$ cat config.mk
export PLATFORM = sky130hd
export DESIGN_NAME = setpoint_sweep_sequencer
export DESIGN_NICKNAME = d
export VERILOG_FILES = /design/src/rtl/ssw_pkg.sv /design/src/rtl/ssw_csr.sv /design/src/rtl/ssw_step.sv /design/src/rtl/setpoint_sweep_sequencer.sv
export SDC_FILE = /design/constraint.sdc
export NUM_CORES = 1
export LEC_CHECK = 0
export BUFFER_PORTS_ARGS = -buffer_cell sky130_fd_sc_hd__buf_2
export CORE_MARGIN = 5
export CORE_UTILIZATION = 50
export DETAILED_ROUTE_END_ITERATION = 7
export PLACE_DENSITY = 0.7
export RECOVER_POWER = 50
export SYNTH_ARGS = -nofsm -noshare
export SYNTH_HDL_FRONTEND = slang
export SYNTH_HIERARCHICAL = 1
export SYNTH_SLANG_ARGS = --single-unit
$ cat constraint.sdc
create_clock -name clock -period 7.95 [get_ports clock]
set_input_delay 0.3975 -clock clock [delete_from_list [all_inputs] [get_ports clock]]
set_output_delay 0.3975 -clock clock [all_outputs]
set_load 0.005 [all_outputs]
$ cat src/rtl/ssw_pkg.sv
`timescale 1ns / 1ps
// ----------------------------------------------------------------------------
// ssw_pkg
// shared types and codes of the setpoint sweep sequencer
// ----------------------------------------------------------------------------
package ssw_pkg;

   // fixed field widths
   localparam int OP_W    = 2;
   localparam int KIND_W  = 2;
   localparam int MEAS_W  = 26;
   localparam int CFG_W   = 24;
   localparam int IDX_W   = 3;
   localparam int REP_W   = 16;
   localparam int PASS_W  = 17;
   localparam int REQ_DATA_W = 32;
   localparam int REQ_USER_W = OP_W + KIND_W;

   // operation codes
   localparam logic [OP_W-1:0] OP_START   = 2'd0;
   localparam logic [OP_W-1:0] OP_ESTOP   = 2'd1;
   localparam logic [OP_W-1:0] OP_TICK    = 2'd2;
   localparam logic [OP_W-1:0] OP_MEASURE = 2'd3;

   // register indexes
   localparam logic [IDX_W-1:0] REG_START_VALUE   = 3'd0;
   localparam logic [IDX_W-1:0] REG_END_VALUE     = 3'd1;
   localparam logic [IDX_W-1:0] REG_STEP_SIZE     = 3'd2;
   localparam logic [IDX_W-1:0] REG_REPEAT_COUNT  = 3'd3;
   localparam logic [IDX_W-1:0] REG_TRIANGLE_MODE = 3'd4;
   localparam logic [IDX_W-1:0] REG_USE_COMPUTED  = 3'd5;
   localparam logic [IDX_W-1:0] REG_ZERO_FINISHED = 3'd6;
   localparam logic [IDX_W-1:0] REG_TARGET_KIND   = 3'd7;

   typedef struct packed {
      logic [CFG_W-1:0] start_value;
      logic [CFG_W-1:0] end_value;
      logic [CFG_W-1:0] step_size;
      logic [REP_W-1:0] repeat_count;
      logic             triangle_mode;
      logic             use_computed;
      logic             zero_when_finished;
      logic             target_kind;
   } cfg_type;

   typedef struct packed {
      logic valid;
      logic setpoint_kind;
      logic sweep_done;
      logic is_emergency;
   } rsp_flags_type;

endpackage

$ cat src/rtl/ssw_csr.sv
`timescale 1ns / 1ps
// ----------------------------------------------------------------------------
// ssw_csr
// configuration register file, write only
// ----------------------------------------------------------------------------
module ssw_csr (
   input  logic                       clock,
   input  logic                       reset,
   input  logic                       csr_wr_en,
   input  logic [ssw_pkg::IDX_W-1:0]  csr_index,
   input  logic [ssw_pkg::CFG_W-1:0]  csr_wdata,
   output ssw_pkg::cfg_type           cfg
);
   import ssw_pkg::*;

   cfg_type cfg_ff;
   cfg_type cfg_in;

   always_comb begin
      cfg_in = cfg_ff;
      if (csr_wr_en) begin
         case (csr_index)
            REG_START_VALUE:   cfg_in.start_value        = csr_wdata;
            REG_END_VALUE:     cfg_in.end_value          = csr_wdata;
            REG_STEP_SIZE:     cfg_in.step_size          = csr_wdata;
            REG_REPEAT_COUNT:  cfg_in.repeat_count       = csr_wdata[REP_W-1:0];
            REG_TRIANGLE_MODE: cfg_in.triangle_mode      = csr_wdata[0];
            REG_USE_COMPUTED:  cfg_in.use_computed       = csr_wdata[0];
            REG_ZERO_FINISHED: cfg_in.zero_when_finished = csr_wdata[0];
            REG_TARGET_KIND:   cfg_in.target_kind        = csr_wdata[0];
            default:           cfg_in = cfg_ff;
         endcase
      end
   end

   always_ff @(posedge clock) begin
      if (reset) begin
         cfg_ff <= '{start_value:        '0,
                     end_value:          '0,
                     step_size:          CFG_W'(1),
                     repeat_count:       '0,
                     triangle_mode:      1'b0,
                     use_computed:       1'b1,
                     zero_when_finished: 1'b0,
                     target_kind:        1'b0};
      end else begin
         cfg_ff <= cfg_in;
      end
   end

   assign cfg = cfg_ff;

endmodule

$ cat src/rtl/ssw_step.sv
`timescale 1ns / 1ps
// ----------------------------------------------------------------------------
// ssw_step
// sweep state registers and the combinational step logic for one beat
// ----------------------------------------------------------------------------
module ssw_step #(
   parameter int VALUE_WIDTH = 26
) (
   input  logic                        clock,
   input  logic                        reset,
   input  logic                        enable,
   input  logic [ssw_pkg::OP_W-1:0]    op,
   input  logic [ssw_pkg::KIND_W-1:0]  measured_kind,
   input  logic [ssw_pkg::MEAS_W-1:0]  measured_value,
   input  ssw_pkg::cfg_type            cfg,
   output logic [VALUE_WIDTH-1:0]      res_setpoint,
   output ssw_pkg::rsp_flags_type      res_flags,
   output logic                        running
);
   import ssw_pkg::*;

   // wide enough for a register +/- step and for any measured value
   localparam int EW = ((VALUE_WIDTH > CFG_W + 1) ? VALUE_WIDTH : CFG_W + 1) + 1;
   localparam logic signed [EW-1:0] VMAX_E = (EW'(1) <<< (VALUE_WIDTH - 1)) - EW'(1);
   localparam logic signed [EW-1:0] VMIN_E = -VMAX_E - EW'(1);

   function automatic logic [VALUE_WIDTH-1:0] sat(input logic signed [EW-1:0] v);
      logic signed [EW-1:0] r;
      r = v;
      if (v > VMAX_E) r = VMAX_E;
      if (v < VMIN_E) r = VMIN_E;
      return r[VALUE_WIDTH-1:0];
   endfunction

   logic                   running_ff, running_in;
   logic                   rising_ff, rising_in;
   logic [VALUE_WIDTH-1:0] cur_ff, cur_in;
   logic [VALUE_WIDTH-1:0] last_ff, last_in;
   logic [PASS_W-1:0]      pass_ff, pass_in;

   logic signed [EW-1:0]   start_e, end_e, step_e, lo_e, hi_e, cur_e, base_e;
   logic                   ordered, at_edge, pass_below, edge_wrap, tick_rising;
   logic [PASS_W-1:0]      limit;
   logic [VALUE_WIDTH-1:0] preset_start, preset_keep, tick_cur, tick_last, base, step_sp;
   logic [VALUE_WIDTH-1:0] meas_sat;

   always_comb begin
      start_e = signed'(EW'(cfg.start_value));
      end_e   = signed'(EW'(cfg.end_value));
      step_e  = signed'(EW'(cfg.step_size));
      ordered = (cfg.start_value <= cfg.end_value);
      lo_e    = ordered ? start_e : end_e;
      hi_e    = ordered ? end_e : start_e;
      cur_e   = EW'(signed'(cur_ff));

      preset_start = sat(ordered   ? start_e - step_e : start_e + step_e);
      preset_keep  = sat(rising_ff ? start_e - step_e : start_e + step_e);

      at_edge = rising_ff ? (cur_e >= hi_e) : (cur_e <= lo_e);
      limit   = PASS_W'(cfg.triangle_mode)
              + (cfg.triangle_mode ? {cfg.repeat_count, 1'b0} : {1'b0, cfg.repeat_count});
      pass_below = (pass_ff < limit);
      edge_wrap  = at_edge && pass_below;

      // reverse in triangle mode, otherwise restart from the start value
      tick_rising = (edge_wrap && cfg.triangle_mode) ? !rising_ff : rising_ff;
      tick_cur    = (edge_wrap && !cfg.triangle_mode) ? preset_keep : cur_ff;
      tick_last   = (edge_wrap && !cfg.triangle_mode) ? preset_keep : last_ff;
      base        = cfg.use_computed ? tick_cur : tick_last;
      base_e      = EW'(signed'(base));
      step_sp     = sat(tick_rising ? base_e + step_e : base_e - step_e);

      meas_sat = sat(EW'(signed'(measured_value)));
   end

   always_comb begin
      running_in = running_ff;
      rising_in  = rising_ff;
      cur_in     = cur_ff;
      last_in    = last_ff;
      pass_in    = pass_ff;
      res_setpoint            = '0;
      res_flags.valid         = 1'b0;
      res_flags.setpoint_kind = cfg.target_kind;
      res_flags.sweep_done    = 1'b0;
      res_flags.is_emergency  = 1'b0;
      case (op)
         OP_START: begin
            running_in = !running_ff;
            rising_in  = ordered;
            pass_in    = '0;
            cur_in     = preset_start;
            last_in    = preset_start;
         end
         OP_ESTOP: begin
            running_in             = 1'b0;
            res_flags.valid        = 1'b1;
            res_flags.is_emergency = 1'b1;
         end
         OP_MEASURE: begin
            if (measured_kind == {1'b0, cfg.target_kind}) begin
               last_in = meas_sat;
            end
         end
         OP_TICK: begin
            if (running_ff) begin
               if (at_edge && !pass_below) begin
                  // budget spent
                  running_in = 1'b0;
                  if (cfg.zero_when_finished) begin
                     res_flags.valid      = 1'b1;
                     res_flags.sweep_done = 1'b1;
                  end
               end else begin
                  rising_in       = tick_rising;
                  cur_in          = step_sp;
                  last_in         = tick_last;
                  pass_in         = edge_wrap ? pass_ff + PASS_W'(1) : pass_ff;
                  res_flags.valid = 1'b1;
                  res_setpoint    = step_sp;
               end
            end
         end
         default: begin
            running_in = running_ff;
         end
      endcase
   end

   always_ff @(posedge clock) begin
      if (reset) begin
         running_ff <= 1'b0;
         rising_ff  <= 1'b1;
         cur_ff     <= '0;
         last_ff    <= '0;
         pass_ff    <= '0;
      end else if (enable) begin
         running_ff <= running_in;
         rising_ff  <= rising_in;
         cur_ff     <= cur_in;
         last_ff    <= last_in;
         pass_ff    <= pass_in;
      end
   end

   assign running = running_ff;

endmodule

$ cat src/rtl/setpoint_sweep_sequencer.sv
`timescale 1ns / 1ps
// ----------------------------------------------------------------------------
// setpoint_sweep_sequencer
// staircase setpoint sweep generator with restart or triangle repeat
// ----------------------------------------------------------------------------
// usage
//   req_ channel: one beat per command; req_tuser holds the operation (start,
//   emergency stop, tick, measurement) and the measurement kind, req_tdata
//   the measured value. start toggles the sweep and presets it one step
//   before the start value; ticks advance it; measurements update the value.
//   rsp_ channel: at most one beat per command; setpoint in rsp_tdata, kind
//   and emergency flag in rsp_tuser, rsp_tlast marks the beat ending a sweep.
//   csr_ port: plain write port, to be written only while the block is idle; the block does not check this.
// pipeline and throughput
//   a command is worked out while it sits in the input register and its
//   result is registered as it leaves. one command per cycle is accepted
//   while the result register drains; the step logic is combinational
//   between registers.
// reset and stall
//   synchronous reset clears the sweep (stopped, rising, setpoints zero) and
//   loads register defaults. when the receiver stalls, the result register
//   holds and one more command waits in the input register, then req_tready
//   falls until the result beat is taken.
// ----------------------------------------------------------------------------
module setpoint_sweep_sequencer #(
   parameter int VALUE_WIDTH = 26
) (
   input  logic                              clock,
   input  logic                              reset,
   // request channel
   input  logic                              req_tvalid,
   output logic                              req_tready,
   // measured_value [25:0]
   input  logic [ssw_pkg::REQ_DATA_W-1:0]    req_tdata,
   // operation [1:0], measured_kind [3:2]
   input  logic [ssw_pkg::REQ_USER_W-1:0]    req_tuser,
   // response channel
   output logic                              rsp_tvalid,
   input  logic                              rsp_tready,
   // setpoint [VALUE_WIDTH-1:0]
   output logic [((VALUE_WIDTH+7)/8)*8-1:0]  rsp_tdata,
   // setpoint_kind [0], is_emergency [1]
   output logic [1:0]                        rsp_tuser,
   // sweep_done
   output logic                              rsp_tlast,
   // configuration write port
   input  logic                              csr_wr_en,
   input  logic [ssw_pkg::IDX_W-1:0]         csr_index,
   input  logic [ssw_pkg::CFG_W-1:0]         csr_wdata
);
   import ssw_pkg::*;

   localparam int RSP_DATA_W = ((VALUE_WIDTH + 7) / 8) * 8;

   cfg_type                cfg;
   rsp_flags_type          res_flags;
   logic [VALUE_WIDTH-1:0] res_setpoint;
   logic                   running;

   // input register
   logic                   s1_valid_ff, s1_valid_in;
   logic [OP_W-1:0]        s1_op_ff;
   logic [KIND_W-1:0]      s1_kind_ff;
   logic [MEAS_W-1:0]      s1_meas_ff;
   logic                   s1_advance;
   logic                   req_beat;

   // result register
   logic                   rsp_valid_ff, rsp_valid_in;
   logic [VALUE_WIDTH-1:0] rsp_sp_ff;
   logic                   rsp_kind_ff, rsp_done_ff, rsp_emg_ff;

   // command leaves the input register once the result slot is free
   assign s1_advance = s1_valid_ff && (!rsp_valid_ff || rsp_tready);
   assign req_tready = !s1_valid_ff || s1_advance;
   assign req_beat   = req_tvalid && req_tready;

   always_comb begin
      s1_valid_in = s1_valid_ff;
      if (req_beat) begin
         s1_valid_in = 1'b1;
      end else if (s1_advance) begin
         s1_valid_in = 1'b0;
      end
      rsp_valid_in = rsp_valid_ff;
      if (s1_advance) begin
         rsp_valid_in = res_flags.valid;
      end else if (rsp_tready) begin
         rsp_valid_in = 1'b0;
      end
   end

   always_ff @(posedge clock) begin
      if (reset) begin
         s1_valid_ff  <= 1'b0;
         rsp_valid_ff <= 1'b0;
      end else begin
         s1_valid_ff  <= s1_valid_in;
         rsp_valid_ff <= rsp_valid_in;
      end
   end

   // payload registers, no reset
   always_ff @(posedge clock) begin
      if (req_beat) begin
         s1_op_ff   <= req_tuser[OP_W-1:0];
         s1_kind_ff <= req_tuser[OP_W+KIND_W-1:OP_W];
         s1_meas_ff <= req_tdata[MEAS_W-1:0];
      end
      if (s1_advance) begin
         rsp_sp_ff   <= res_setpoint;
         rsp_kind_ff <= res_flags.setpoint_kind;
         rsp_done_ff <= res_flags.sweep_done;
         rsp_emg_ff  <= res_flags.is_emergency;
      end
   end

   ssw_csr u_csr (
      .clock     (clock),
      .reset     (reset),
      .csr_wr_en (csr_wr_en),
      .csr_index (csr_index),
      .csr_wdata (csr_wdata),
      .cfg       (cfg)
   );

   ssw_step #(
      .VALUE_WIDTH (VALUE_WIDTH)
   ) u_step (
      .clock          (clock),
      .reset          (reset),
      .enable         (s1_advance),
      .op             (s1_op_ff),
      .measured_kind  (s1_kind_ff),
      .measured_value (s1_meas_ff),
      .cfg            (cfg),
      .res_setpoint   (res_setpoint),
      .res_flags      (res_flags),
      .running        (running)
   );

   assign rsp_tvalid = rsp_valid_ff;
   assign rsp_tdata  = RSP_DATA_W'(rsp_sp_ff);
   assign rsp_tuser  = {rsp_emg_ff, rsp_kind_ff};
   assign rsp_tlast  = rsp_done_ff;

   // an emergency beat never ends a sweep as well
   a_emg_not_done: assert property (@(posedge clock) disable iff (reset)
      rsp_tvalid |-> !(rsp_tuser[1] && rsp_tlast))
      else $error("emergency and sweep end flagged on one beat");

   // emergency stop always leaves the sweep stopped
   a_estop_stops: assert property (@(posedge clock) disable iff (reset)
      (s1_advance && s1_op_ff == OP_ESTOP) |=> !running)
      else $error("sweep still running after emergency stop");

   // back-pressure only when both registers are full and the receiver stalls
   a_ready_low: assert property (@(posedge clock) disable iff (reset)
      !req_tready |-> (s1_valid_ff && rsp_valid_ff && !rsp_tready))
      else $error("request stalled without a full pipeline");

endmodule
== Word-level counts from Yosys, hierarchy flattened ==
Index checks and enable logic that the tools add are counted.

* Add/sub/neg operators: 6
* $lt $le $gt $ge: 12
* Eq/ne operators: 15
* Multiplexer cells: 45
* Bitwise gates (word level): 2
* Reduce and logical (&&, ||, !) cells: 35

{| class="wikitable"
|+ Operators with widths
! cell !! count
|-
| 2-to-1 mux 26 bit || 16
|-
| > comparator 27 x 26 -> 1 bit, second input constant || 3
|-
| < comparator 27 x 26 -> 1 bit, second input constant || 3
|-
| 2-to-1 mux 27 bit || 3
|-
| one-hot mux 26 bit (3 select lines) || 1
|-
| 2-to-1 mux 17 bit || 4
|-
| one-hot mux 26 bit (2 select lines) || 1
|-
| 2-to-1 mux 24 bit || 2
|-
| one-hot mux 17 bit (2 select lines) || 1
|-
| adder 26 x 25 -> 27 bit || 1
|-
| subtractor 26 x 25 -> 27 bit || 1
|-
| greater-or-equal comparator 26 x 25 -> 1 bit || 1
|-
| > comparator 26 bit, second input constant || 1
|-
| <= comparator 26 x 25 -> 1 bit || 1
|-
| < comparator 26 bit, second input constant || 1
|-
| adder 24 x 24 -> 25 bit || 1
|-
| subtractor 24 x 24 -> 25 bit || 1
|-
| <= comparator 24 bit || 1
|-
| AND reduction 2 bit || 9
|-
| adder 1 x 17 -> 17 bit || 1
|-
| adder 17 x 1 -> 17 bit, second input constant || 1
|-
| < comparator 17 bit || 1
|-
| 2-to-1 mux 1 bit || 14
|-
| == test 3 bit, second input constant || 4
|-
| other kinds (21) || 42
|}

* Register bits after elaboration: 224
* Input bits: 68
* Output and inout bits: 37

== Longest topological paths before layout ==
Gate-level depths: netlist (run 1).

* Word-level depth: 16
* Mapped depth: 39
* Depth with buffers taken out: 33

== Hierarchy ==
Netlist (run 1), hierarchy kept.

{| class="wikitable"
|+ By module, submodules not included
! module !! times used !! cells each !! area each (um2) !! seq. area each (um2)
|-
| ssw_step || 1 || 1686 || 12101.6 || 1421.4
|-
| ssw_csr || 1 || 339 || 3733.6 || 1841.8
|-
| setpoint_sweep_sequencer || 1 || 78 || 1939.4 || 1811.7
|}

== Least setup slack after synthesis (run 1) ==
OpenSTA, ideal clock, no wires.

* Kind: register to register
* From: reg u_csr.cfg_ff (netlist bit u_csr/cfg[65])
* To: reg u_step.cur_ff[19]
* Setup time: 128 ps
* Data arrival time: 8522 ps
* Data required time: 7822 ps
* Slack: -699 ps
* Cell stages (with the launch flop): 36
* Buffers on the path: 8
* Period minus slack after synthesis: 8649 ps
* Path through: dfxtp_1 inv_1 ha_1 nand4_1 or3_1 a21oi_1 and2_1 clkbuf_1 buf_1 clkbuf_1 buf_1 mux2i_1 ha_1 and4_1 nand4_1 a211o_1 o211a_1 a21bo_2 nor3_1 clkbuf_1 clkbuf_1 clkbuf_1 a21oi_1 ha_1 nand2_1 o21ai_0 nand3_1 a21oi_1 o21ai_0 a31o_2 and3_1 a311o_1 a211o_1 clkbuf_1 a221oi_1 nor2_1

* Cells in the longest elaborated chain, start to end: 16
* Elaborated cells between the ends (all ways): 31
* Those cells by class: 2 x add/sub; 7 x order compare; 1 x eq/ne; 16 x mux; 5 x reduce/logical

{| class="wikitable"
|+ RTL lines
! element !! RTL line !! RTL
|-
| from (decl) || ssw_csr.sv:16 || <nowiki>cfg_type cfg_ff;</nowiki>
|-
| from (signal assigned) || ssw_csr.sv:38 || <nowiki>cfg_ff <= '{start_value: '0,</nowiki>
|-
| from (signal assigned) || ssw_csr.sv:47 || <nowiki>cfg_ff <= cfg_in;</nowiki>
|-
| <= comparator 24 bit || ssw_step.sv:51 || <nowiki>ordered = (cfg.start_value <= cfg.end_value);</nowiki>
|-
| 2-to-1 mux 24 bit, on equally long branches || ssw_step.sv:52, ssw_step.sv:53 ||
|-
| <= comparator 26 x 25 -> 1 bit or greater-or-equal comparator 26 x 25 -> 1 bit (tied branches) || ssw_step.sv:59 || <nowiki>at_edge = rising_ff ? (cur_e >= hi_e) : (cur_e <= lo_e);</nowiki>
|-
| 2-to-1 mux 1 bit || ssw_step.sv:59 ||
|-
| logical AND 1 bit || ssw_step.sv:63 || <nowiki>edge_wrap = at_edge && pass_below;</nowiki>
|-
| logical AND 1 bit || ssw_step.sv:67, ssw_step.sv:68 ||
|-
| 2-to-1 mux 26 bit, on equally long branches || ssw_step.sv:68, ssw_step.sv:67 ||
|-
| 2-to-1 mux 26 bit || ssw_step.sv:69 || <nowiki>base = cfg.use_computed ? tick_cur : tick_last;</nowiki>
|-
| subtractor 26 x 25 -> 27 bit or adder 26 x 25 -> 27 bit (tied branches) || ssw_step.sv:71 || <nowiki>step_sp = sat(tick_rising ? base_e + step_e : base_e - step_e);</nowiki>
|-
| 2-to-1 mux 27 bit || ssw_step.sv:71 ||
|-
| > comparator 27 x 26 -> 1 bit || ssw_step.sv:30 || <nowiki>if (v > VMAX_E) r = VMAX_E;</nowiki>
|-
| 2-to-1 mux 26 bit || ssw_step.sv:30 ||
|-
| 2-to-1 mux 26 bit || ssw_step.sv:31 || <nowiki>if (v < VMIN_E) r = VMIN_E;</nowiki>
|-
| 2-to-1 mux 26 bit || ssw_step.sv:107 || <nowiki>if (at_edge && !pass_below) begin</nowiki>
|-
| 2-to-1 mux 26 bit || ssw_step.sv:106 || <nowiki>if (running_ff) begin</nowiki>
|-
| one-hot mux 26 bit (2 select lines) || ssw_step.sv:87 || <nowiki>case (op)</nowiki>
|-
| to (signal assigned) || ssw_step.sv:140 || <nowiki>cur_ff <= cur_in;</nowiki>
|-
| to (decl) || ssw_step.sv:37 || <nowiki>logic [VALUE_WIDTH-1:0] cur_ff, cur_in;</nowiki>
|}

Several ways; a longest one is shown, not always the timed one. The select of a mux whose other input is x is not followed.
A chain may end at the register's enable or synchronous reset.

== Worst setup path after layout (run 1) ==
* From: reg u_csr.cfg_ff (netlist bit u_csr/cfg[65])
* To: reg u_step.cur_ff[13]

Same word-level chain as after synthesis.

==> results of run 1 <==
## cell type report
cell class / count / area [µm²] / area share (%)
timing repair buffer: 292 / 2150 / 10.2
clock inverter: 10 / 114 / 0.537
sequential: 224 / 5080 / 24.0
inverter: 104 / 390 / 1.84
clock buffer: 40 / 838 / 3.96
multi-input combinational: 1656 / 12000 / 56.8
tap: 461 / 577 / 2.72
## cells by family (layout without fill, tap and decap cells)
family	count (synthesis)	after routing	synth area share, %
compound gates	591	591	21.2
simple gates	617	617	18.0
mux	181	181	10.2
other cells	1	6	0.0211
buf+inv	228	446	5.34
flops	224	224	28.6
xor+xnor	90	90	4.43
fa+ha+maj	171	171	12.2
## worst max-delay path: cells and delay by family, from the launching register on
kind / cells / cell delay (ns)
adders and majority gates: 3 / 0.93
DFF: 1 / 0.33
buffers and inverters: 6 / 0.94
xor gates and xnor gates: 1 / 0.31
and+or+nand+nor: 8 / 1.80
AOI/OAI and AO/OA: 17 / 3.41
## worst paths after layout
kind / cells past startpoint / start / slack [ns] / to
min: 1 / req_tdata[24] / 0.02 / s1_meas_ff[24]
min reg2reg: 2 / u_step/last_ff[15] / 0.45 / u_step/last_ff[15]
max: 35 / u_csr/cfg[65] / 0.13 / u_step/cur_ff[13]
max reg2reg: 35 / u_csr/cfg[65] / 0.13 / u_step/cur_ff[13]
## where the power goes
group | switching, mW | leakage [nW] | internal, mW
logic | 0.905 | 6.70 | 0.695
clock network | 0.522 | 0.474 | 0.797
registers | 0.0355 | 1.90 | 1.21
## cell usage in the layout, fill, tap and decap left out, types with 68 or more instances in the layout
cell,netlist,layout
ha_1,168,164
inv_1,104,104
nor2_1,169,166
buf_4,11,165
mux2i_1,173,173
nand2b_1,131,131
a21oi_1,203,193
xnor2_1,72,70
nand2_1,114,112
dfxtp_1,165,164
o21ai_0,119,109
buf_2,14,68
## sequential cells by signal, summed over array words and instances (netlist names)
register,cells
u_csr/cfg,92
rsp_sp_ff,26
s1_meas_ff,26
u_step/cur_ff,26
u_step/last_ff,26
u_step/pass_ff,17
s1_kind_ff,2
s1_op_ff,2
rsp_emg_ff,1
rsp_kind_ff,1
rsp_tlast,1
rsp_tvalid,1
s1_valid_ff,1
u_step/rising_ff,1
u_step/running,1
## metrics by stage
stage	worst slack, ns	hold WS (ns)	instances	TNS [ns]
CTS	0.0222	0.000360	2771	0
detailed placement	-0.232	0.442	2704	-4.47
finish	0.127	0.0218	2787	0
global placement	-0.136	0.437	2704	-0.454
floorplan	0.000671	0.423	2108	0
global route	-0.0714	0.00868	2787	-0.602
## routing by layer
layer / up-vias / track usage (%) / wire, µm
met3: 120 / 5.17 / 4790
li1: 7994 / - / -
met4: 0 / 9.45 / 1870
met1: 7977 / 37.8 / 25300
met5: - / 0 / 0
met2: 665 / 45.5 / 26100
## timing repair
| item | in CTS | in global routing |
|---|---|---|
| hold buffers | 17 | 0 |
| endpoints found under the setup margin | 48 | 52 |
| cloned | 0 | 6 |
| resized for setup | 17 | 53 |
| endpoints found under the hold margin | 17 | 0 |
| pin swaps | 1 | 39 |
| buffers inserted | 0 | 10 |
==> reports/metrics.yaml, run 1 <==
drc_errors: 0
netlist_area_um2: 17800
avgSynthCellArea_um2: 8.45
clk_latency_ns: 0.58
place.port_buffers: 92
max_freq_ghz: 0.128
crit_path_start_kind: "flop"
htree_num_levels: 1
clock_path_buffers: 3
irDropWorstVdd_v: 0.000162
drv_slew: 196
place_congestion: 0.948
period_needed_ns: 7.82
numCtsBuffers: 27
num_vias: 16756
yosysTopAreaCellShare_pct: 18.6
grt_pass1_wl_um: 88200
path_clk_slew_ns: 0.06
syn_inst: 2103
drive_above_1_share_pct: 16.4
vias_per_cell: 6.01
synth_most_common_cell: "a21oi_1"
cpMaxStageDelayCell: "or4_4"
core_um2: 35300
area_growth_pct: 19.2
netlist.top_cell.by_area: "dfxtp_1"
crit_arrival_ns: 8.27
end_kind: "flop"
antenna_found_initial: 1
synth_cell_types: 88
final_cell_area_um2: 21200
max_stage_delay_ns: 0.48
die_w_um: 199
grt_max_degree: 102
setup_violations: 0
relSlewSlack_pct: -132
routed_wirelength_um: 58100
pin_count: 105
tightest_slew_ns: 3.48
hp-class: "primary input to flop"
yosys-top-cells-count: "a21oi_1 (203), mux2i_1 (173), nor2_1 (169)"
fin_skew_ns: 0.0335
synth_area_leaders: "dfxtp_1 (19%), ha_1 (12%), edfxtp_1 (10%)"
crit_required_ns: 8.40
violations: "max-capacitance violations, max-slew violations"
status: "finished with violations"
cap_violations: 4
powerDensity_nw_per_um2: 197
worst-setup-path-type: "flop to flop"
cts_sinks: 224
overflow: 0
wl_per_cell_um: 20.8
leakage_nw: 9.08
synthArstFlopShare_pct: 0
yosys_register_bits: 224
cts_tree: "built"
start_util_pct: 50.3
grt_usage_pct: 28.0
final_core_util_pct: 60.0
nFillCells: 3136
num_rows: 69
drtIter0Drc: 1623
crit_top_cell: "a21o_1"
synthFlopType: "dfxtp_1"
post_dp_cell_area_um2: 19700
antenna_left: 0
report.power.total_mw: 4.17
detailed_place_hpwl_um: 43800
hold_violations: 0
ys_seq_area_share_pct: 28.6
fp.dieH_um: 199
root_buffer: "clkbuf_16"
synth_edf_count: 59
grt_pass1_vias: 16291
antenna_cells: 0
cp_max_fo: 15
final_nets: 2544
dieArea_um2: 39400
period_share_pct: 98.4
drtPass1Iterations: 5
yosysWarnings: 6
No activity file was read; power rests on OpenSTA's default activity.
==> run 2, diff against run 1 <==
--- a/config.mk
+++ b/config.mk
@@ -7,7 +7,9 @@
 export LEC_CHECK = 0
-export BUFFER_PORTS_ARGS = -buffer_cell sky130_fd_sc_hd__buf_2
+export CELL_PAD_IN_SITES_DETAIL_PLACEMENT = 0
+export CELL_PAD_IN_SITES_GLOBAL_PLACEMENT = 1
 export CORE_MARGIN = 5
-export CORE_UTILIZATION = 50
+export CORE_UTILIZATION = 45
 export DETAILED_ROUTE_END_ITERATION = 7
-export PLACE_DENSITY = 0.7
+export DONT_BUFFER_PORTS = 1
+export PLACE_DENSITY_LB_ADDON = 0.1
 export RECOVER_POWER = 50
==> constraint.sdc (replaced) <==
create_clock -name clock -period 7.95 [get_ports clock]
set_input_delay 0.795 -clock clock [delete_from_list [all_inputs] [get_ports clock]]
set_output_delay 0.795 -clock clock [all_outputs]
set_load 0.005 [all_outputs]
==> run 2 against run 1 <==
  * Global-route usage is 2.2 points lower
  * Sequential share of layout area fell by 0.067 points
  * Fmax increased by 1.8%
  * Die area increased by 11%
  * The flow still finishes with violations (max-capacitance violations, max-slew violations)
  * Sequential power about the same
  * Wire length is 3.2% higher
  * Core utilization shrank 5.2 points
  * Critical path depth up 2
  * Count of clock-buffer cells in the layout is 2 lower
==> reports/metrics.yaml, run 2 (same netlist as run 1, synthesis figures left out) <==
cts_tree: "built"  # unchanged
crit_arrival_ns: 8.17  # was 8.27 ns
worst-setup-path-type: "flop to flop"  # unchanged
max_stage_delay_ns: 0.44  # was 0.48 ns
tightest_slew_ns: 2.29  # was 3.48 ns
cap_violations: 3  # was 4
r2r_end: "u_step/cur_ff[14]"  # was u_step/cur_ff[13]
seqPwrFrac_pct: 29.5  # was 30.0%
report.power.total_mw: 4.24  # was 4.17 mW
status: "finished with violations"  # unchanged
mostFrequentLayoutCells: "buf_4 (231), a21oi_1 (191), mux2i_1 (173), nor2_1 (164)"  # was a21oi_1 (193), mux2i_1 (173), nor2_1 (166), buf_4 (165)
registers.top_by_ff_count: "u_csr/cfg"  # unchanged
fin_skew_ns: 0.0180  # was 0.0335 ns
antenna_found_initial: 0  # was 1
powerDensity_nw_per_um2: 199  # was 197 nW/µm²
clkPwrFrac_pct: 31.1  # was 31.6%
die_w_um: 209  # was 199 µm
r2r_cells: 37  # was 35
period_share_pct: 96.6  # was 98.4%
violations: "max-capacitance violations, max-slew violations"  # unchanged
min_path_cells: 1  # unchanged
crit_top_cell: "buf_4"  # was a21o_1
final_common_cell: "buf_4"  # was a21oi_1
r2r_setup_slack_ns: 0.27  # was 0.13 ns
setup_ws_ns: 0.268  # was 0.127 ns
fp.dieH_um: 209  # was 199 µm
clk_latency_ns: 0.56  # was 0.58 ns
p_sw_mw: 1.47  # was 1.46 mW
hold_violations: 0  # unchanged
cp_max_fo: 14  # was 15
grt_pass1_vias: 15714  # was 16291
setup_violations: 0  # unchanged
numCtsBuffers: 28  # was 27
post_layout_nonfiller_instances: 2809  # was 2787
grt_max_degree: 165  # was 102
routed_wirelength_um: 60000  # was 58100 µm
vias_per_cell: 5.82  # was 6.01
period_needed_ns: 7.68  # was 7.82 ns
irDropWorstVdd_v: 0.000148  # was 0.000162 V
final_nets: 2508  # was 2544
drive_above_1_share_pct: 17.3  # was 16.4%
nFillCells: 3595  # was 3136
grt_pass1_wl_um: 90600  # was 88200 µm
antenna_left: 0  # unchanged
clock_path_buffers: 3  # unchanged
end_kind: "flop"  # unchanged
final_core_util_pct: 54.8  # was 60.0%
drv_slew: 94  # was 196
r2r_start: "u_csr/cfg[65]"  # unchanged
hold_end: "s1_valid_ff"  # was s1_meas_ff[24]
hp-class: "primary input to flop"  # unchanged
area_growth_pct: 19.6  # was 19.2%
num_vias: 16353  # was 16756
htree_num_levels: 1  # unchanged
drtIter0Drc: 1322  # was 1623
overflow: 0  # unchanged
path_clk_slew_ns: 0.06  # about the same
place_congestion: 0.903  # was 0.948
dp_cells: 2736  # was 2704
ctsHoldBuffers: 0  # was 17
dp_slack_ns: -0.443  # was -0.232 ns
relSlewSlack_pct: -52.5  # was -132%
pin_count: 105  # unchanged
leakage_nw: 9.03  # was 9.08 nW
crit_required_ns: 8.44  # was 8.40 ns
num_rows: 72  # was 69
combPwrFrac_pct: 39.4  # was 38.4%
grt_usage_pct: 25.9  # was 28.0%
largest_register_ff_count: 92  # unchanged
antenna_cells: 0  # unchanged
start_util_pct: 45.8  # was 50.3%
p_int_mw: 2.76  # was 2.71 mW
wl_per_cell_um: 21.3  # was 20.8 µm
switching_share_pct: 34.8  # was 35.1%
detailed_place_hpwl_um: 45700  # was 43800 µm
dieArea_um2: 43600  # was 39400 µm²
root_buffer: "clkbuf_16"  # unchanged
crit_path_start_kind: "flop"  # unchanged
drc_errors: 0  # unchanged
place.port_buffers: 0  # was 92
cts_sinks: 224  # unchanged
core_um2: 38800  # was 35300 µm²
drtPass1Iterations: 6  # was 5
max_freq_ghz: 0.130  # was 0.128 GHz
cpMaxStageDelayCell: "or3_4"  # was or4_4
hold_start: "reset"  # was req_tdata[24]
## run 2: critical path: cells and delay by family (launching register included)
family	cells	cell delay (ns)
and+or+nand+nor	7	1.49
DFF	1	0.33
buffers and inverters	9	1.49
muxes	1	0.13
AOI/OAI and AO/OA	17	3.22
adders and majority gates	3	0.93
## run 2: metrics by stage
step           hold slack (ns)  TNS [ns]  area [µm²]
2_1_floorplan            0.423         0       17800
3_3_place_gp             0.433     -5.32       19800
3_5_place_dp             0.438    -10.33       19800
4_1_cts                  0.289         0       20800
5_1_grt                  0.302     -1.47       21300
6_report                 0.320         0       21300
## run 2: worst max path at each step
| stage | from | end | slack [ns] | cells past startpoint |
|---|---|---|---|---|
| final | u_csr/cfg[65] | u_step/cur_ff[14] | 0.27 | 37 |
| after global routing | u_csr/cfg[65] | u_step/cur_ff[7] | -0.13 | 39 |
| after CTS | u_csr/cfg[65] | u_step/cur_ff[14] | 0.009 | 38 |
| after detailed placement | u_csr/cfg[65] | u_step/cur_ff[18] | -0.44 | 33 |
| after global placement | u_csr/cfg[65] | u_step/cur_ff[18] | -0.29 | 34 |
| after floorplan | u_csr/cfg[65] | u_step/cur_ff[19] | 0.0007 | 37 |
## run 2: cell type report
type                            count  area (µm²)  area share [%]
Clock buffer                       38         800            3.76
Clock inverter                     14         151           0.712
Tap cell                          518         648            3.05
Sequential cell                   224        5080            23.9
Timing Repair Buffer              254        2070            9.74
Inverter                          104         390            1.84
Multi-Input combinational cell   1657       12100            57.0
## run 2: what timing repair did
action / 4_1_cts / 5_1_grt
resized for setup: 19 / 77
cloned: 0 / 5
pin swaps: 0 / 41
setup endpoints to repair: 51 / 52
setup buffers: 0 / 16
## run 2: power groups by stage
| stage | logic [mW] | registers, mW | clock network, mW |
|---|---|---|---|
| 6_report | 1.67 | 1.25 | 1.32 |
| 5_1_grt | 1.79 | 1.26 | 1.39 |
| 4_1_cts | 1.51 | 1.25 | 1.34 |
| 3_5_place_dp | 1.49 | 1.27 | 0 |
| 3_3_place_gp | 1.48 | 1.27 | 0 |
| 2_1_floorplan | 0.913 | 1.26 | 0 |
## run 2: per-layer routing
metal	GRT usage, %	vias to the layer above	part of all wire [%]
met2	41.3	457	45
met5	0	-	0
li1	-	7921	-
met1	37.4	7895	47
met3	3.58	80	5.4
met4	5.76	0	2.4
==> run 3, diff against run 2 <==
Settings changed: HOLD_SLACK_MARGIN set to 0.1, REMOVE_ABC_BUFFERS set to 1.
==> run 3 against run 2 <==
  * The flow still finishes with violations (max-capacitance violations, max-slew violations)
  * Count of clock-buffer cells in the layout rose by 3
  * Critical endpoint is now u_step/cur_ff[13]
  * Combinational power barely moved
  * Die area unchanged
  * Wire length increased by 1.4%
  * Critical path type unchanged
  * Power decreased by 0.40%
  * First-iteration DRC count grew 6.4%
  * Final cell count is 0.50% lower
  * Sequential share of layout area increased by 0.075 points
  * Core utilization fell by 0.21 points
  * Hold slack worse by 0.049 ns
  * Register-to-register slack improved by 0.03 ns
  * Clock power about the same
==> reports/metrics.yaml, run 3 (same netlist as run 1, synthesis figures left out) <==
violations: "max-capacitance violations, max-slew violations"  # unchanged
antenna_found_initial: 0  # unchanged
post_dp_cell_area_um2: 19600  # was 19800 µm²
drv_slew: 146  # was 94
crit_arrival_ns: 8.11  # was 8.17 ns
leakage_nw: 9.00  # was 9.03 nW
crit_path_start_kind: "flop"  # unchanged
relSlewSlack_pct: -52.0  # was -52.5%
crit_buf_inv: 10  # was 9
period_share_pct: 96.2  # was 96.6%
setup_violations: 0  # unchanged
place_congestion: 0.914  # was 0.903
fin_hold_ws_ns: 0.271  # was 0.320 ns
grt_usage_pct: 26.3  # was 25.9%
period_needed_ns: 7.65  # was 7.68 ns
irDropWorstVdd_v: 0.000143  # was 0.000148 V
core_um2: 38800  # unchanged
cp_max_fo: 8  # was 14
powerDensity_nw_per_um2: 199  # about the same
drtIter0Drc: 1407  # was 1322
dp_cells: 2714  # was 2736
pin_count: 105  # unchanged
place.port_buffers: 0  # unchanged
clock_path_buffers: 3  # unchanged
drtPass1Iterations: 5  # was 6
crit_required_ns: 8.41  # was 8.44 ns
vias_per_cell: 5.76  # was 5.82
mostFrequentLayoutCells: "buf_4 (211), a21oi_1 (194), mux2i_1 (173), nor2_1 (167)"  # was buf_4 (231), a21oi_1 (191), mux2i_1 (173), nor2_1 (164)
final_nets: 2493  # was 2508
fin_skew_ns: 0.0227  # was 0.0180 ns
overflow: 0  # unchanged
cpMaxStageDelayCell: "or4_4"  # was or3_4
grt_pass1_wl_um: 91200  # was 90600 µm
fp.dieH_um: 209  # unchanged
final_cell_area_um2: 21200  # was 21300 µm²
hp-class: "primary input to flop"  # unchanged
cts_sinks: 224  # unchanged
nFillCells: 3659  # was 3595
multi_input_area_um2: 12100  # about the same
grt_pass1_vias: 15695  # was 15714
hold_violations: 0  # unchanged
status: "finished with violations"  # unchanged
root_buffer: "clkbuf_16"  # unchanged
crit_top_cell: "buf_4"  # unchanged
final_core_util_pct: 54.5  # was 54.8%
max_freq_ghz: 0.131  # was 0.130 GHz
critical_path.top_delay_family: "simple AND/OR/NAND/NOR gates"  # was compound AO/OA/AOI/OAI gates
ff_latch_area_um2: 5080  # about the same
end_kind: "flop"  # unchanged
wl_per_cell_um: 21.7  # was 21.3 µm
final_common_cell: "buf_4"  # unchanged
detailed_place_hpwl_um: 45600  # was 45700 µm
path_clk_slew_ns: 0.06  # about the same
area_growth_pct: 19.1  # was 19.6%
cts_tree: "built"  # unchanged
drc_errors: 0  # unchanged
cap_violations: 5  # was 3
grt_max_degree: 165  # unchanged
htree_num_levels: 1  # unchanged
drive_above_1_share_pct: 16.6  # was 17.3%
tightest_slew_ns: 2.28  # was 2.29 ns
antenna_left: 0  # unchanged
registers.top_by_ff_count: "u_csr/cfg"  # unchanged
post_layout_nonfiller_instances: 2795  # was 2809
num_rows: 72  # unchanged
worst-setup-path-type: "flop to flop"  # unchanged
numCtsBuffers: 28  # unchanged
dieArea_um2: 43600  # unchanged
num_vias: 16104  # was 16353
routed_wirelength_um: 60800  # was 60000 µm
max_stage_delay_ns: 0.48  # was 0.44 ns
largest_register_ff_count: 92  # unchanged
die_w_um: 209  # unchanged
start_util_pct: 45.8  # unchanged
clk_latency_ns: 0.58  # was 0.56 ns
==> run 3: repair_timing <==
item,4_1_cts,5_1_grt
pin swaps,9,48
hold buffers,0,0
cloned,0,6
buffers inserted,2,20
gates resized for setup,24,78
endpoints found under the setup margin,51,52
==> run 3: power breakdown <==
group	switching [mW]	total, mW	internal, mW
registers	0.0386	1.25	1.21
logic	0.928	1.68	0.752
clock network	0.527	1.29	0.762
total	1.49	4.22	2.73
==> run 3: final timing paths <==
| kind | slack, ns | start | endpoint | cells past startpoint |
|---|---|---|---|---|
| min | 0.27 | reset | s1_valid_ff | 1 |
| min reg2reg | 0.46 | u_step/last_ff[15] | u_step/last_ff[15] | 2 |
| max reg2reg | 0.30 | u_csr/cfg[65] | u_step/cur_ff[13] | 39 |
| max | 0.30 | u_csr/cfg[65] | u_step/cur_ff[13] | 39 |
==> run 3: cell type report <==
cell class / instances / share of cell area, %
diodes: 1 / 0.0118
clock buffers: 41 / 3.78
clock inverters: 11 / 0.567
inverters: 104 / 1.84
multi-input cells: 1656 / 57.3
flip-flops and latches: 224 / 24.0
well taps: 518 / 3.06
repair buffers: 240 / 9.47
==> run 3: worst reg2reg max path, delay by kind of cell, from the launching register on <==
kind	cells	cell delay, ns
compound gates	12	2.12
xor+xnor	1	0.16
fa+ha+maj	3	1.00
buf+inv	10	1.32
flops	1	0.33
simple gates	13	2.64
==> run 3: layer usage <==
metal	vias to the layer above	routed length, µm	share of wire [%]	global-route usage, %
li1	7912	-	-	-
met1	7646	27200	45	34.8
met2	423	27700	46	42.9
met3	123	2870	4.7	3.58
met4	0	3060	5.0	11.6
met5	-	0	0	0
==> run 3: stage by stage <==
stage	total power, mW	setup WS, ns	setup TNS [ns]
6_report	4.22	0.302	0
4_1_cts	4.09	0.0129	0
2_1_floorplan	2.13	-2.19	-103.94
3_3_place_gp	2.75	-0.154	-4.37
5_1_grt	4.43	-0.0769	-1.14
3_5_place_dp	2.76	-0.301	-11.22
